`src/design/svc_pkg.sv`:
```
// ----------------------------------------------------------------------------
// svc_pkg
// Shared types and constants of the segment visibility check block.
// ----------------------------------------------------------------------------
`default_nettype none

package svc_pkg;

  localparam int CFG_INDEX_W = 8;
  localparam int CFG_DATA_W  = 20;
  localparam int FCOUNT_W    = 7;
  localparam int THRESH_W    = 20;
  localparam int FINDEX_W    = 6;

  localparam logic [FCOUNT_W-1:0] FCOUNT_RESET = 7'd0;
  localparam logic [THRESH_W-1:0] THRESH_RESET = 20'd1;

  localparam logic MODE_LOAD  = 1'b0;
  localparam logic MODE_QUERY = 1'b1;

  typedef enum logic [CFG_INDEX_W-1:0] {
    REG_FACET_COUNT     = 8'd0,
    REG_SMALL_THRESHOLD = 8'd1
  } cfg_reg_t;

  typedef enum logic [1:0] {
    ST_IDLE,
    ST_SCAN,
    ST_DRAIN,
    ST_DONE
  } state_t;

  typedef struct packed {
    logic capture;
    logic write;
    logic issue;
    logic publish;
  } ctrl_cmd_t;

  typedef struct packed {
    logic pipe_busy;
    logic out_stall;
  } dp_status_t;

endpackage

`default_nettype wire

```
`src/design/svc_ctrl.sv`:
```
// ----------------------------------------------------------------------------
// svc_ctrl
// Sequencer: takes transactions, walks the facet table, hands off results.
// ----------------------------------------------------------------------------
`default_nettype none

module svc_ctrl #(
  parameter int MAX_FACETS = 64,
  localparam int AW        = (MAX_FACETS > 1) ? $clog2(MAX_FACETS) : 1
) (
  input  wire logic                              clk,
  input  wire logic                              rst,
  input  wire logic                              in_valid,
  input  wire logic                              in_mode,
  output      logic                              in_ready,
  input  wire logic                              cfg_valid,
  input  wire logic [svc_pkg::CFG_INDEX_W-1:0]   cfg_index,
  input  wire logic [svc_pkg::CFG_DATA_W-1:0]    cfg_data,
  input  wire svc_pkg::dp_status_t               status,
  output      svc_pkg::ctrl_cmd_t                cmd,
  output      logic [AW-1:0]                     issue_addr
);

  localparam int CW_RAW = $clog2(MAX_FACETS + 1);
  localparam int CW     = (CW_RAW > svc_pkg::FCOUNT_W) ? CW_RAW : svc_pkg::FCOUNT_W;

  svc_pkg::state_t                state;
  svc_pkg::state_t                state_next;
  logic [svc_pkg::FCOUNT_W-1:0]   facet_count;
  logic [CW-1:0]                  limit;
  logic [CW-1:0]                  idx;
  logic [CW-1:0]                  idx_inc;
  logic [CW-1:0]                  fc_ext;
  logic [CW-1:0]                  lim_now;
  logic                           in_acc;
  logic                           is_query;

  assign fc_ext   = CW'(facet_count);
  assign lim_now  = (fc_ext > CW'(MAX_FACETS)) ? CW'(MAX_FACETS) : fc_ext;
  assign idx_inc  = idx + CW'(1);
  assign in_acc   = in_valid && in_ready;
  assign is_query = (in_mode == svc_pkg::MODE_QUERY);

  always_ff @(posedge clk) begin
    if (rst) begin
      state       <= svc_pkg::ST_IDLE;
      facet_count <= svc_pkg::FCOUNT_RESET;
    end else begin
      state <= state_next;
      if (cfg_valid && cfg_index == svc_pkg::REG_FACET_COUNT) begin
        facet_count <= cfg_data[svc_pkg::FCOUNT_W-1:0];
      end
    end
  end

  always_ff @(posedge clk) begin
    if (cmd.capture) begin
      idx   <= '0;
      limit <= lim_now;
    end else if (cmd.issue) begin
      idx <= idx_inc;
    end
  end

  always_comb begin
    state_next = state;
    case (state)
      svc_pkg::ST_IDLE: begin
        if (in_acc && is_query) begin
          state_next = (lim_now == '0) ? svc_pkg::ST_DONE : svc_pkg::ST_SCAN;
        end
      end
      svc_pkg::ST_SCAN: begin
        if (idx_inc == limit) begin
          state_next = svc_pkg::ST_DRAIN;
        end
      end
      svc_pkg::ST_DRAIN: begin
        if (!status.pipe_busy) begin
          state_next = svc_pkg::ST_DONE;
        end
      end
      svc_pkg::ST_DONE: begin
        if (!status.out_stall) begin
          state_next = svc_pkg::ST_IDLE;
        end
      end
      default: state_next = svc_pkg::ST_IDLE;
    endcase
  end

  always_comb begin
    in_ready    = (state == svc_pkg::ST_IDLE);
    cmd.capture = in_acc && is_query;
    cmd.write   = in_acc && !is_query;
    cmd.issue   = (state == svc_pkg::ST_SCAN);
    cmd.publish = (state == svc_pkg::ST_DONE) && !status.out_stall;
    issue_addr  = idx[AW-1:0];
  end

endmodule

`default_nettype wire

```
`config.mk`:
```
export PLATFORM = sky130hd
export DESIGN_NAME = svc_ctrl
export DESIGN_NICKNAME = d
export VERILOG_FILES = /design/src/design/svc_pkg.sv /design/src/design/svc_ctrl.sv
export SDC_FILE = /design/constraint.sdc
export NUM_CORES = 1
export LEC_CHECK = 0
export ABC_AREA = 1
export BUFFER_PORTS_ARGS = -buffer_cell sky130_fd_sc_hd__buf_2
export CORE_UTILIZATION = 35
export DETAILED_ROUTE_END_ITERATION = 16
export PLACE_DENSITY = 0.61
export SETUP_SLACK_MARGIN = 0.1
export SYNTH_ARGS = -nofsm -noshare
export SYNTH_HDL_FRONTEND = slang
export SYNTH_SLANG_ARGS = --single-unit
export TNS_END_PERCENT = 1
```
`constraint.sdc`:
```
create_clock -name clk -period 1.5 [get_ports clk]
set_input_delay 0.075 -clock clk [delete_from_list [all_inputs] [get_ports clk]]
set_output_delay 0.075 -clock clk [all_outputs]
set_load 0.03 [all_outputs]
```
== Word level (Yosys, flattened, before mapping) ==
Cells that the tools add are included.
Operators by class
  add/subtract/negate cells: 1
  multiply operators: 0
  divide/modulo/power cells: 0
  magnitude comparators: 1
  equality and inequality tests: 8
  shift-type cells: 0
  mux-type cells: 7
  bitwise logic cells: 0
  reductions and logical operators: 11
Operators with widths (count)
  2-bit 2-to-1 mux: 5
  8-bit zero test: 1
  2-bit case mux with 4 select lines: 1
  7-bit by 1-bit adder with 7-bit output (second input constant): 1
  7-bit == test: 1
  7-bit greater-than comparator (second input constant): 1
  7-bit zero test: 1
  7-bit 2-to-1 mux: 1
  1-bit logical AND: 5
  2-bit == test (second input constant): 2
  2-bit by 1-bit != test with 1-bit output (second input constant): 2
  2-bit != test (second input constant): 2
  4-bit AND reduction: 1
  2-bit by 1-bit == test with 1-bit output (second input constant): 1
  1-bit zero test: 2
  2-bit zero test: 1
Word-level totals
  register bits after elaboration: 23
  latch bits: 0
  memory bits (writable): 0
  bits in read-only memories: 0
  input bits: 35
  output and inout bits: 11
  memories kept: 0

== Longest topological paths before layout ==
Gate-level depths: netlist (run 1).
  depth in word-level cells: 6
  gate-level depth with buffers: 13
  mapped depth without buffers: 12

== Least setup slack after synthesis (run 1) ==
Ideal clock, no wire load.
  path kind: register to register
  from: register state[0]
  to: register state[0]
  library setup time: 0.115 ns
  arrival: 1.839 ns
  slack: -0.454 ns
  stages on the path, launching flop included: 10
  buffers on the path: 0
  period minus slack after synthesis: 1.954 ns
  cell sequence: dfxtp_1 -> inv_1 -> ha_1 -> nand3_1 -> inv_2 -> nor2_1 -> a221oi_4 -> nand3_1 -> nand2_1 -> nor2_1
RTL lines
  start: declaration: line svc_ctrl.sv:27  | svc_pkg::state_t state;
  start signal: assignment: line svc_ctrl.sv:46  | state <= svc_pkg::ST_IDLE;
  start signal: assignment: line svc_ctrl.sv:49  | state <= state_next;

== Final worst setup path (run 1) ==
  from: register idx[1]
  to: register state[0]
Between the ends
  cells in the longest elaborated chain, start to end: 4
RTL lines
  start: declaration: line svc_ctrl.sv:31  | logic [CW-1:0] idx;
  start signal: assignment: line svc_ctrl.sv:61  | idx <= idx_inc;
  7-bit by 1-bit adder with 7-bit output: line svc_ctrl.sv:40  | assign idx_inc = idx + CW'(1);
  7-bit == test: line svc_ctrl.sv:74  | if (idx_inc == limit) begin
  2-bit by 1-bit != test with 1-bit output (no source line)
  4-bit AND reduction (no source line)
Every way passes these cells.
A chain may end at the register's enable or synchronous reset.

==> flow_summary.ini, run 1 <==
[yosys]
synth_edf_count = 7
syn_nets = 213
synthArstFlopShare = 0
synth_top_area_frac = 0.245
yosysMostFrequentCell = nand2_1
syn_inst = 173
synth_flop_cell = dfxtp_1
ys_seq_area_frac = 0.406
yosysUniqueCellTypes = 27
syn_area_um2 = 1310
synth.largest_area_cell = dfxtp_1
synth_commonest_cells = nand2_1, inv_1, nor2_1
synth.yosys.warnings = 0
synthTopCellsByArea = dfxtp_1, edfxtp_1, nand2_1, nand3_1, inv_1
synth-seq-cells = 23
syn_area_per_cell_um2 = 7.56

[floorplanning]
die_h_um = 63.1
die_x_um = 63.1
fp-row-count = 21
io_pins = 46
die_area_um2 = 3980
core_um2 = 3470
floorplan.initialDensity = 0.377

[worst_setup_path]
critPathLaunch = idx[1]
r2r_slack_ns = -0.07
cp-end-kind = register
critPathArrivalTime_ns = 1.74
endpoint = state[0]
critical_path_class = register to register
r2r_cells = 12
path_max_fanout = 4
reg2reg_to = state[0]
r2r-start = idx[1]
crit_required_ns = 1.67
start_kind = register

[power_and_ir_drop]
power_mw = 3.11
p_per_area_nw_per_um2 = 1730
ir_drop_mv = 0.514
leakage_nw = 0.823

[timing]
tightestPinTransition_ns = 0.328
whs_ns = 0.0739
finalHoldViolations = 0
layout_setup_ws_ns = -0.0744
fin_worst_skew_ns = 0.00215
maxSlewHeadroom = 0.781
setup_viol = 3
post-route-min-period_ns = 1.57
grt_setup_unrepaired = yes
timing.final.crit_share = 1.05
max_freq_ghz = 0.635
slew_violations = 0
finalSetupTns_ns = -0.195

[route]
drcViolationCount = 0
wl_um = 2820
wire_per_inst_um = 10.7
drtIter0Drc = 48
drt_first_pass_iters = 4
vias_per_cell = 4.57
route.vias.total = 1206
ant_nets = 0

[final_layout]
nNetsFinal = 259
postLayoutCoreUtil = 0.518
drive_gt1_frac = 0.431
fillCellCount = 355
syn2layout_area_growth_pct = 37.4
antennaDiodeCount = 0

[clock_tree]
clock_path_buffers = 2
cts_root_buffer = clkbuf_8
cts_buffers = 3
cts_num_sinks = 23
cts_tree = built
clk_pin_slew_worst_paths_ns = 0.09
cts_max_level = 1
clock_latency_ns = 0.27

[job]
cap_violations = 0

[place]
io_buffers = 32
routabilityCongestion = 0.749
dpl.hpwl_um = 2050
post-place-ws_ns = -0.102

[run_status]
failed_checks = setup timing
status = finished with violations

[global_route]
antenna_found_initial = 0
grt_overflow = 0
grt_pass1_vias = 1091
grt_max_degree = 15
globalRouteTotalUtil = 0.145
grt_pass1_wl_um = 4550

[worst_hold_path]
hold_class = primary input to register
==> cell usage in the layout (no fill, tap or decap), drive strengths merged <==
| master | netlist | routed |
|---|---|---|
| a221oi | 1 | 1 |
| dfxtp | 16 | 16 |
| nand4 | 3 | 3 |
| nand3b | 2 | 2 |
| clkinvlp | 0 | 1 |
| inv | 23 | 23 |
| o211ai | 2 | 2 |
| o21ai | 10 | 10 |
| clkbuf | 3 | 4 |
| mux2 | 1 | 1 |
| nand2 | 30 | 30 |
| nor2 | 24 | 24 |
| a21oi | 13 | 13 |
| nand3 | 18 | 18 |
| ha | 5 | 5 |
| nor3 | 1 | 1 |
| xnor2 | 2 | 2 |
| edfxtp | 7 | 7 |
| xor2 | 1 | 1 |
| and3 | 1 | 1 |
| nor3b | 1 | 1 |
| or2 | 1 | 1 |
| buf | 8 | 51 |
==> area by class of cell <==
type	count	area, um^2	share of cell area
Sequential cell	23	539	0.300
Multi-Input combinational cell	116	734	0.409
Timing Repair Buffer	52	323	0.180
Clock buffer	3	41.3	0.0230
Tap cell	46	57.6	0.0320
Inverter	23	93.8	0.0522
Clock inverter	1	7.51	0.00418
==> logic make-up (layout without fill, tap and decap cells) <==
family / Yosys count / count (layout) / synth area share
muxes: 1 / 1 / 0.00861
and+or+nand+nor: 81 / 81 / 0.277
DFF: 23 / 23 / 0.406
adders and majority gates: 5 / 5 / 0.0478
AOI/OAI and AO/OA: 26 / 26 / 0.120
buffers and inverters: 34 / 79 / 0.122
xor gates and xnor gates: 3 / 3 / 0.0201
==> state kept, by name (all words and copies together) (netlist names) <==
name         cells
facet_count      7
state            2
idx              7
limit            7
==> power by group <==
| group | switching (mW) | internal [mW] |
|---|---|---|
| registers | 0.155 | 0.801 |
| logic | 0.962 | 0.792 |
| clock network | 0.209 | 0.188 |
| total | 1.33 | 1.78 |
==> what timing repair did <==
action | 4_1_cts | 5_1_grt
setup endpoints to repair | 3 | 6
hold buffers | 0 | 0
pin swaps | 6 | 14
gates resized for setup | 7 | 23
buffers inserted | 6 | 0
endpoints found under the hold margin | 0 | 0
==> critical path: stages, from the launching register on <==
cell	delay (ns)
dfxtp_2	0.34
ha_4	0.17
or2_4	0.23
nand2_2	0.06
nand2_1	0.04
nand2_1	0.07
nand3_2	0.08
nor2_2	0.11
nand2_1	0.07
nand2_2	0.10
nand3_2	0.08
nand2_1	0.07
nor2_1	0.04
==> worst min-delay path by stage <==
stage / from / end / slack [ns] / cells after the start
3_5_place_dp: cfg_data[5] / facet_count[5] / 0.36 / 3
4_1_cts: cfg_data[5] / facet_count[5] / 0.08 / 3
6_report: cfg_data[6] / facet_count[6] / 0.07 / 3
2_1_floorplan: cfg_data[6] / facet_count[6] / 0.24 / 2
3_3_place_gp: cfg_data[6] / facet_count[6] / 0.34 / 3
5_1_grt: cfg_data[6] / facet_count[6] / 0.09 / 3
==> through the flow <==
| stage | instances | cell area, um^2 |
|---|---|---|
| 3_3_place_gp | 254 | 1600 |
| 5_1_grt | 264 | 1800 |
| 4_1_cts | 264 | 1720 |
| 2_1_floorplan | 173 | 1350 |
| 6_report | 264 | 1800 |
| 3_5_place_dp | 254 | 1600 |
==> per-layer routing <==
metal / track usage / wire length (um) / vias up
li1: - / - / 648
met1: 0.150 / 1180 / 528
met2: 0.289 / 1510 / 26
met3: 0.0380 / 99 / 4
met4: 0.0262 / 22 / 0
met5: 0 / 0 / -
(Power assumes the default switching activity.)
==> run 2, diff against run 1 <==
- REMOVE_ABC_BUFFERS: unset -> 1
==> run 2 against run 1 <==
Net effect:
- the flow still finishes with violations (setup timing)
- worst hold slack worse by 0.0050 ns
- cell area is 4.0% lower
- worst setup slack better by 0.053 ns
- clock power is 2% lower
- via count is 1.9% lower
- critical path depth stayed put
- critical path type unchanged
- critical endpoint unchanged
- largest cell class unchanged
==> flow_summary.ini, run 2 (same netlist as run 1, synthesis figures left out) <==
[worst_setup_path]
critical_path_class = register to register
cp-end-kind = register
crit_required_ns = 1.67
start_kind = register
path_max_fanout = 4
critPathArrivalTime_ns = 1.69

[timing]
finalHoldViolations = 0
maxSlewHeadroom = 0.786
timing.final.crit_share = 1.01
slew_violations = 0
layout_setup_ws_ns = -0.0217
grt_setup_unrepaired = yes
post-route-min-period_ns = 1.52
fin_worst_skew_ns = 0.00404
max_freq_ghz = 0.657
setup_viol = 2
finalSetupTns_ns = -0.0432
tightestPinTransition_ns = 0.321

[place]
post-place-ws_ns = -0.0763
routabilityCongestion = 0.804
dpl.hpwl_um = 1970
dp_cells = 253
io_buffers = 32

[final_layout]
syn2layout_area_growth_pct = 32.0
nNetsFinal = 256
antennaDiodeCount = 0
drive_gt1_frac = 0.353
largest_registers = facet_count: 7 flops, idx: 7 flops, limit: 7 flops
final_cell_mix = buf_2, nand2_1, nor2_1, inv_1
fillCellCount = 349
final_common_cell = buf_2
fin_cells = 261

[clock_tree]
cts_max_level = 1
cts_num_sinks = 23
cts_tree = built
clock_latency_ns = 0.26
cts_buffers = 3
clock_path_buffers = 2
clk_pin_slew_worst_paths_ns = 0.08
hold_buffers = 0
cts_root_buffer = clkbuf_8

[route]
ant_nets = 0
wl_um = 2590
drtIter0Drc = 32
wire_per_inst_um = 9.91
drcViolationCount = 0
route.vias.total = 1183
vias_per_cell = 4.53
drt_first_pass_iters = 4

[global_route]
grt_pass1_wl_um = 4490
grt_max_degree = 15
grt_overflow = 0
antenna_found_initial = 0
grt_pass1_vias = 1077
globalRouteTotalUtil = 0.138

[floorplanning]
floorplan.initialDensity = 0.377
die_h_um = 63.1
die_x_um = 63.1
fp-row-count = 21
io_pins = 46
die_area_um2 = 3980
core_um2 = 3470

[power_and_ir_drop]
leakage_nw = 0.789
ir_drop_mv = 0.703
p_per_area_nw_per_um2 = 1710

[job]
cap_violations = 0

[run_status]
status = finished with violations
failed_checks = setup timing

[worst_hold_path]
hold_class = primary input to register
run 2: cell count changes in the layout (fill, tap and decap cells not counted), moves of 2 or more:
cell and change:
buf_4 -5, dfxtp_2 -2, nand3_2 -4, nand3_1 +5, nor2_1 +3, nor2_2 -4, nand2_1 +5, nand2_2 -4
run 2: timing repair:
action                     4_1_cts  5_1_grt
setup endpoints to repair        4        7
resized for setup                9       20
pin swaps                        7        5
buffers inserted                 2        2
run 2: power breakdown:
| part | internal (mW) | leakage (nW) | total (mW) | switching, mW |
|---|---|---|---|---|
| registers | 0.801 | 0.200 | 0.935 | 0.134 |
| clock network | 0.188 | 0.0217 | 0.389 | 0.201 |
| logic | 0.729 | 0.568 | 1.62 | 0.890 |
| total | 1.72 | 0.789 | 2.94 | 1.23 |
run 2: area by class of cell:
cell class	count	area, um^2	share of cell area
clock buffers	3	41.3	0.0239
clock inverters	1	7.51	0.00435
inverters	23	86.3	0.0500
multi-input cells	116	678	0.393
flip-flops and latches	23	541	0.313
well taps	46	57.6	0.0334
repair buffers	49	314	0.182
run 2: per-stage QoR:
stage / util / cell area (um^2) / hold slack, ns / power [mW]
after floorplan: - / 1230 / 0.242 / 1.84
after global placement: 0.447 / 1550 / 0.340 / 2.30
after detailed placement: 0.447 / 1550 / 0.343 / 2.32
after CTS: 0.474 / 1640 / 0.0635 / 2.80
after global routing: 0.497 / 1730 / 0.0909 / 3.21
final: 0.497 / 1730 / 0.0689 / 2.94
run 2: per-layer routing:
layer	share of wire	global-route usage	vias to the layer above
met5	0	0	-
met4	0.0035	0.0262	0
met3	0.043	0.0344	2
met2	0.50	0.246	29
met1	0.46	0.167	512
li1	-	-	640
run 2: path summary, 6_finish.rpt:
path                                     start              to  slack (ns)  cells after the start
worst max-delay path                    idx[1]        state[0]       -0.02                     12
worst max register to register          idx[1]        state[0]       -0.02                     12
worst min-delay path               cfg_data[6]  facet_count[6]        0.07                      3
worst min register to register  facet_count[1]  facet_count[1]        0.48                      2
run 2: worst max-delay path, stage by stage, from the launching register on:
cell	delay, ns
dfxtp_4	0.37
ha_4	0.17
or2_4	0.23
nand2_2	0.06
nand2_1	0.04
nand2_1	0.05
nand3_1	0.06
nor2_1	0.11
nand2_1	0.07
nand2_2	0.10
nand3_2	0.08
nand2_2	0.06
nor2_1	0.04
==> run 3, diff against run 2 <==
- CORE_UTILIZATION: 35 -> 40
- PLACE_DENSITY: 0.61 -> 0.68
==> run 3 against run 2 <==
Net effect:
- sequential cell count unchanged
- register-to-register slack better by 0.02 ns
- clock skew grew 0.0054 ns
- worst hold slack got worse by 0.062 ns
- total power is 3.0% lower
- die area fell by 12%
- core utilization up 5.8 points
- the flow still finishes with violations (setup timing)
- worst setup slack better by 0.021 ns
- sequential power rose by 2%
- routed wire length decreased by 4.6%
- sequential share of layout area up 0.44 points
==> flow_summary.ini, run 3 (same netlist as run 1, synthesis figures left out) <==
[worst_setup_path]
r2r_slack_ns = -0.0007
reg2reg_to = state[1]
r2r-start = idx[0]
critPathLaunch = idx[0]
path_max_fanout = 4
cp_slowest_stage_delay_ns = 0.36
cp_cell_sequence = ha_4, buf_6, nand4_1, nand2_1, nand2_1, nand3_1, nor2_1, nand2_1, nand2_2, nand3_1, nand2_1, nor2_1
r2r_cells = 12
cp_common_cell = nand2_1
endpoint = state[1]
cp_top_family = simple AND/OR/NAND/NOR gates
cp.depth = 12
critPathArrivalTime_ns = 1.72
crit_required_ns = 1.72
start_kind = register
cp-end-kind = register
critical_path_class = register to register
path_buf_inv = 1
crit_slowest_cell = dfxtp_2

[place]
routabilityCongestion = 0.787
dpl.hpwl_um = 1840
post-place-ws_ns = -0.0545
io_buffers = 32

[clock_tree]
cts_root_buffer = clkbuf_4
cts_buffers = 3
hold_buffers = 0
cts_tree = built
cts_num_sinks = 23
clk_pin_slew_worst_paths_ns = 0.14
clock_path_buffers = 2
clock_latency_ns = 0.32
cts_max_level = 1

[route]
vias_per_cell = 4.57
ant_nets = 0
drt_first_pass_iters = 4
drcViolationCount = 0
wl_um = 2470
wl_met1_um = 1130
wire_per_inst_um = 9.57
wl_met2_um = 1220
drtIter0Drc = 80
top_layer_used = met3
route.vias.total = 1178
dr_wl_met3_um = 124

[global_route]
grt_max_degree = 15
grt_pass1_wl_um = 4120
grt_pass1_vias = 990
grt_overflow = 0
antenna_found_initial = 0
globalRouteTotalUtil = 0.151

[job]
cap_violations = 0

[floorplanning]
core_um2 = 3080
fp-row-count = 20
io_pins = 46
floorplan.initialDensity = 0.425
die_h_um = 59.2
die_x_um = 59.2
die_area_um2 = 3500

[timing]
slew_violations = 0
tightestPinTransition_ns = 0.316
setup_viol = 1
maxSlewHeadroom = 0.789
finalHoldViolations = 0
finalSetupTns_ns = -0.000738
layout_setup_ws_ns = -0.000738
fin_worst_skew_ns = 0.00948
max_freq_ghz = 0.666
post-route-min-period_ns = 1.50
timing.final.crit_share = 1.00
grt_setup_unrepaired = yes

[final_layout]
nNetsFinal = 255
syn2layout_area_growth_pct = 30.7
antennaDiodeCount = 0
final_cell_mix = buf_2, nand2_1, nor2_1, inv_1, nand3_1
fillCellCount = 308
drive_gt1_frac = 0.341
largest_registers = facet_count: 7 flops, idx: 7 flops, limit: 7 flops
final_common_cell = buf_2

[run_status]
status = finished with violations
failed_checks = setup timing

[power_and_ir_drop]
ir_drop_mv = 0.760
leakage_nw = 0.780
p_per_area_nw_per_um2 = 1670

[worst_hold_path]
hold_class = primary input to register
run 3: cell type report:
cell class                      count  area, um^2  area share
Multi-Input combinational cell    116         677       0.396
Clock inverter                      1        7.51     0.00439
Clock buffer                        3        22.5      0.0132
Inverter                           23        86.3      0.0505
Sequential cell                    23         543       0.318
Timing Repair Buffer               48         318       0.186
Tap cell                           44        55.1      0.0322
run 3: layer usage:
layer,track usage,vias to the layer above
met5,0,-
met4,0.00340,0
met3,0.0459,0
met2,0.261,36
met1,0.197,499
li1,-,643
run 3: what timing repair did:
| action | in CTS | in global routing |
|---|---|---|
| hold endpoints to repair | 0 | 0 |
| buffers inserted | 4 | 0 |
| gates resized for setup | 26 | 5 |
| endpoints found under the setup margin | 5 | 6 |
| pin swaps | 8 | 2 |
run 3: worst min-delay path by stage:
stage	from	endpoint	slack (ns)	cells past startpoint
floorplan	cfg_data[6]	facet_count[6]	0.24	2
global placement	cfg_data[6]	facet_count[6]	0.34	3
detailed placement	cfg_data[6]	facet_count[6]	0.34	3
CTS	cfg_data[6]	facet_count[6]	0.005	3
global route	cfg_data[3]	facet_count[3]	0.03	3
finish	cfg_data[6]	facet_count[6]	0.007	3
run 3: stage by stage:
step                      std cells  hold WS, ns   util  total power [mW]  instance area [um^2]
after floorplan                 162        0.242      -              1.84                  1230
after global placement          250        0.339  0.500              2.26                  1540
after detailed placement        250        0.337  0.500              2.28                  1540
after CTS                       258      0.00466  0.549              2.82                  1690
after global routing            258       0.0257  0.555              3.09                  1710
final                           258      0.00710  0.555              2.86                  1710
run 3: where the power goes:
part           switching [mW]  internal, mW  total (mW)
sequential              0.147         0.807       0.954
clock                   0.196         0.102       0.298
combinational           0.881         0.722        1.60
run 3: worst register-to-register path, cell delays in order, from the launching register on:
cell,delay (ns)
dfxtp_2,0.36
ha_4,0.17
buf_6,0.12
nand4_1,0.11
nand2_1,0.09
nand2_1,0.06
nand3_1,0.07
nor2_1,0.10
nand2_1,0.07
nand2_2,0.08
nand3_1,0.07
nand2_1,0.07
nor2_1,0.04
